--- src/sv/kal_ram.sv ---
module kal_ram #(
   parameter int WIDTH = 8,
   parameter int DEPTH = 16
) (
   input  logic                                        clock,
   input  logic                                        wr_en,
   input  logic [((DEPTH > 1) ? $clog2(DEPTH) : 1)-1:0] wr_addr,
   input  logic [WIDTH-1:0]                            wr_data,
   input  logic                                        rd_en,
   input  logic [((DEPTH > 1) ? $clog2(DEPTH) : 1)-1:0] rd_addr,
   output logic [WIDTH-1:0]                            rd_data
);

   logic [WIDTH-1:0] mem_ff [DEPTH];
   logic [WIDTH-1:0] rd_data_ff;

   // write port
   always_ff @(posedge clock) begin
      if (wr_en) begin
         mem_ff[wr_addr] <= wr_data;
      end
   end

   // registered read port
   always_ff @(posedge clock) begin
      if (rd_en) begin
         rd_data_ff <= mem_ff[rd_addr];
      end
   end

   assign rd_data = rd_data_ff;

endmodule

--- config.mk ---
export PLATFORM = sky130hd
export DESIGN_NAME = kal_ram
export DESIGN_NICKNAME = d
export VERILOG_FILES = /design/src/sv/kal_ram.sv
export SDC_FILE = /design/constraint.sdc
export NUM_CORES = 1
export LEC_CHECK = 0
export ABC_AREA = 1
export BUFFER_PORTS_ARGS = -buffer_cell sky130_fd_sc_hd__buf_4
export CAP_MARGIN = 20
export CORE_ASPECT_RATIO = 0.5
export CORE_UTILIZATION = 35
export CTS_CLUSTER_DIAMETER = 60
export DETAILED_ROUTE_END_ITERATION = 10
export PLACE_DENSITY = 0.52
export SETUP_SLACK_MARGIN = 0.05
export SYNTH_ARGS = -nofsm -noshare
export SYNTH_HDL_FRONTEND = slang
export SYNTH_SLANG_ARGS = --single-unit
--- constraint.sdc ---
create_clock -name clock -period 1.8 [get_ports clock]
set_clock_uncertainty 0.1 [all_clocks]
set_input_delay 0.36 -clock clock [delete_from_list [all_inputs] [get_ports clock]]
set_output_delay 0.36 -clock clock [all_outputs]
set_load 0.05 [all_outputs]
==> After elaboration in Yosys (flattened, before gate mapping) <==
Memories as Yosys holds them, arrays and structs flattened. A register that Yosys moved wholly into a read port is not among the register bits.
Index checks and enable logic that the tools add are counted.
{ "totals": {"output_inout_bits": 8, "ram_bits": 128, "input_bits": 19, "regBits": 0, "wordCells": 3, "romBits": 0, "memories": 1, "latch_bits": 0} }
{ "op_classes": {"order_cmp": 0, "add_sub_neg": 0, "n_div": 0, "muxes": 2, "bitwise": 0, "shift": 0, "n_mul": 0, "n_eq_ne": 0, "reduce_logical": 0} }
{ "memory_table": {"columns": ["memory", "depth", "word_bits", "rd", "rd_clocked_by_memory_dff", "wr", "line", "rtl"], "rows": [
  ["mem_ff", 16, 8, 1, 1, 1, "14", "logic [WIDTH-1:0] mem_ff [DEPTH];"]
]} }
{ "op_table": {"columns": ["operator", "n"], "rows": [
  ["1-bit two-way mux", 2]
]} }

==> Longest topological paths before layout <==
{ "depth": {"ltp_word": 2, "depth_mapped": 8, "ltp_nobuf": 7} }

==> Worst setup path before layout <==
OpenSTA, ideal clock, no wires.
{ "synth_path": {"kind": "input port to flip-flop", "startpoint": "in wr_addr[2] (netlist bit)", "endpoint": "mem mem_ff[10][0] (enable)", "setup_ns": 0.370, "arrival_time_ns": 0.941, "path_slack_ns": 0.389, "n_path_buf": 0, "stages": 2, "required_time_ns": 1.330, "path_cell_list": "nand3b_1 -> nor2_1"} }
{ "synth_lines": {"columns": ["element", "line", "rtl"], "rows": [
  ["start: declaration", "7", "input logic [((DEPTH > 1) ? $clog2(DEPTH) : 1)-1:0] wr_addr,"],
  ["end: declaration", "14", null]
]} }
No word-level cell before the write port.

==> Final worst setup path <==
{ "layout_path": {"startpoint": "reg rd_data_ff[0] (netlist: rd_data[0]) (read register of mem_ff)", "endpoint": "out rd_data[0]"} }
{ "layout_lines": {"columns": ["element", "line", "rtl"], "rows": [
  ["start: declaration", "15", "logic [WIDTH-1:0] rd_data_ff;"],
  ["end: declaration", "11", "output logic [WIDTH-1:0] rd_data"]
]} }
No word-level cell between the ends.

==> impl_metrics.ini <==
[clock_tree]
cts-root-buf = clkbuf_16
clk_pin_slew_worst_paths_ps = 60
clock_sinks = 136
post_cts_buffers = 0
clk_latency_ps = 410
clockBufferDepth = 2
htreeDepth = 4
cts_resized = 0
cts_made_buffers = 17
cts_hold_buf = 0
cts_tree = yes

[timing]
finalSetupViolations = 0
slew_violations = 0
min_period_over_period = 0.844
final.min_clock_period_ps = 1520
fmax_mhz = 658
maxSlewHeadroom = 0.568
finalHoldViolCount = 0
whs_ps = 147
rsz0062_at_grt = no
worst_pin_slew_ps = 647
finalSetupTns_ps = 0

[worst_setup_path]
worstPathMaxFanout = 1
required_ps = 1340
critPathTopFamily = flip-flops
r2r_cells = 6
critPathCaptureType = output pin
cp-start-kind = flop
crit_slowest_cell = edfxtp_1
crit_buf_inv = 1
arrival_ps = 1060
crit_type = reg -> out
cp_num_cells = 1
path_cells = buf_4
critical_path.max_stage_delay_ps = 430

[floorplan]
rows = 32
fp.dieW_um = 185
die-area_um2 = 17300
io_pins = 27
start_util = 0.369
core-area_um2 = 15900
die_h_um = 93.4

[logic_synthesis]
yosysSeqAreaShare = 0.698
netlist_area_um2 = 5850
syn_nets = 570
yosysWarnings = 0
netlist-cell-type-count = 11
syn_inst = 551
avgSynthCellArea_um2 = 10.6
synth-seq-cells = 136

[worst_hold_path]
hp-class = in -> reg
min_path_cells = 1

[pwr]
p_seq_frac = 0.484
powerDensity_nw_per_um2 = 1070
power.static_leakage_nw = 2.97
p_comb_frac = 0.070
power.switching_w = 0.00167
clkPwrFrac = 0.446
intPower_w = 0.00575
ir_worst_vdd_mv = 0.586
switching_share = 0.225

[route]
drtIter0Drc = 311
viasPerCell = 4.57
drt_pre_antenna_iters = 4
wl_mm = 14.0
vias = 3794
drc_errors = 0
ant_nets = 0
wl_per_cell_um = 16.8

[finish]
layout-drive-gt1-share = 0.134
antennaDiodeCount = 0
synthToLayoutAreaGrowth_pct = 18.7
fin_nets = 616

[placed_design]
gp_routability_congestion = 0.786
hpwl_mm = 8.82
io_buffers = 26

[global_routing]
grt_overflow = 0
first_global_vias = 3571
antenna_found_initial = 0
grt_first_pass_wirelength_mm = 21.6
grt_usage = 0.177
grt_max_degree = 52

[job]
cap_violations = 0

[status]
status = finished, final reports clean
## area by class of cell
type | instances | area, µm²
inverters | 102 | 383
well taps | 221 | 277
repair buffers | 51 | 420
clock buffers | 19 | 433
fillers | 1512 | 8910
clock inverters | 13 | 130
multi-input cells | 289 | 1210
flip-flops and latches | 136 | 4080
## metrics by stage
step	power [W]	area, µm²	std cells	util	setup WS [ps]
3_5_place_dp	0.00418	6380	799	0.402	44.5
4_1_cts	0.00748	6940	831	0.438	265
2_1_floorplan	0.00395	5850	551	-	389
3_3_place_gp	0.00418	6380	799	0.402	48.9
6_report	0.00742	6940	831	0.438	281
5_1_grt	0.00764	6940	831	0.438	269
## path summary, 6_finish.rpt
| path | from | to | slack, ps |
|---|---|---|---|
| max | rd_data[0] | rd_data[0] | 280 |
| min | rd_en | rd_data[1] | 150 |
| max reg2reg | mem_ff[13][4] | rd_data[4] | 530 |
| min reg2reg | mem_ff[10][6] | rd_data[6] | 650 |
## registers in the layout (all words and copies together), names as in the netlist
signal,flops
rd_data,8
mem_ff,128
## power groups by stage
| stage | clock (W) | sequential, W | combinational [W] |
|---|---|---|---|
| floorplan | 0 | 0.00370 | 0.000250 |
| global placement | 0 | 0.00366 | 0.000521 |
| detailed placement | 0 | 0.00366 | 0.000523 |
| CTS | 0.00336 | 0.00359 | 0.000526 |
| global route | 0.00347 | 0.00359 | 0.000574 |
| finish | 0.00331 | 0.00359 | 0.000519 |
## cells by family after synthesis
family / count (synthesis) / synth area share
buffers and inverters: 126 / 0.0939
AND/OR/NAND/NOR: 289 / 0.208
flip-flops: 136 / 0.698
## synth_stat cells
cell | count | area, µm²
buf_2 | 13 | 65.1
buf_4 | 4 | 30.0
nand3b_1 | 2 | 15.0
edfxtp_1 | 136 | 4080
buf_6 | 6 | 67.6
inv_1 | 100 | 375
nand2_1 | 173 | 649
nand3_1 | 97 | 485
buf_1 | 1 | 3.75
inv_2 | 2 | 7.51
nor2_1 | 17 | 63.8
## worst register-to-register path, stage by stage, from the launching register on
cell and delay (ps):
edfxtp_1 370, inv_1 80, nand2_1 60, nand3_1 80, nand3_1 130, nand3_1 120
nand2_1 70
## cell usage in the layout, fill, tap and decap left out, drive strengths merged
| cell | instances |
|---|---|
| nor2 | 17 |
| nand3 | 97 |
| nand3b | 2 |
| nand2 | 173 |
| bufinv | 2 |
| inv | 103 |
| clkinv | 8 |
| buf | 51 |
| edfxtp | 136 |
| clkbuf | 19 |
| clkinvlp | 2 |
## per-layer routing
layer	wire, µm	vias up	global-route usage
li1	-	1873	-
met1	6960	1824	0.263
met5	0	-	0
met2	6240	82	0.264
met4	157	0	0.0585
met3	638	15	0.0284
(Power assumes the default switching activity.)
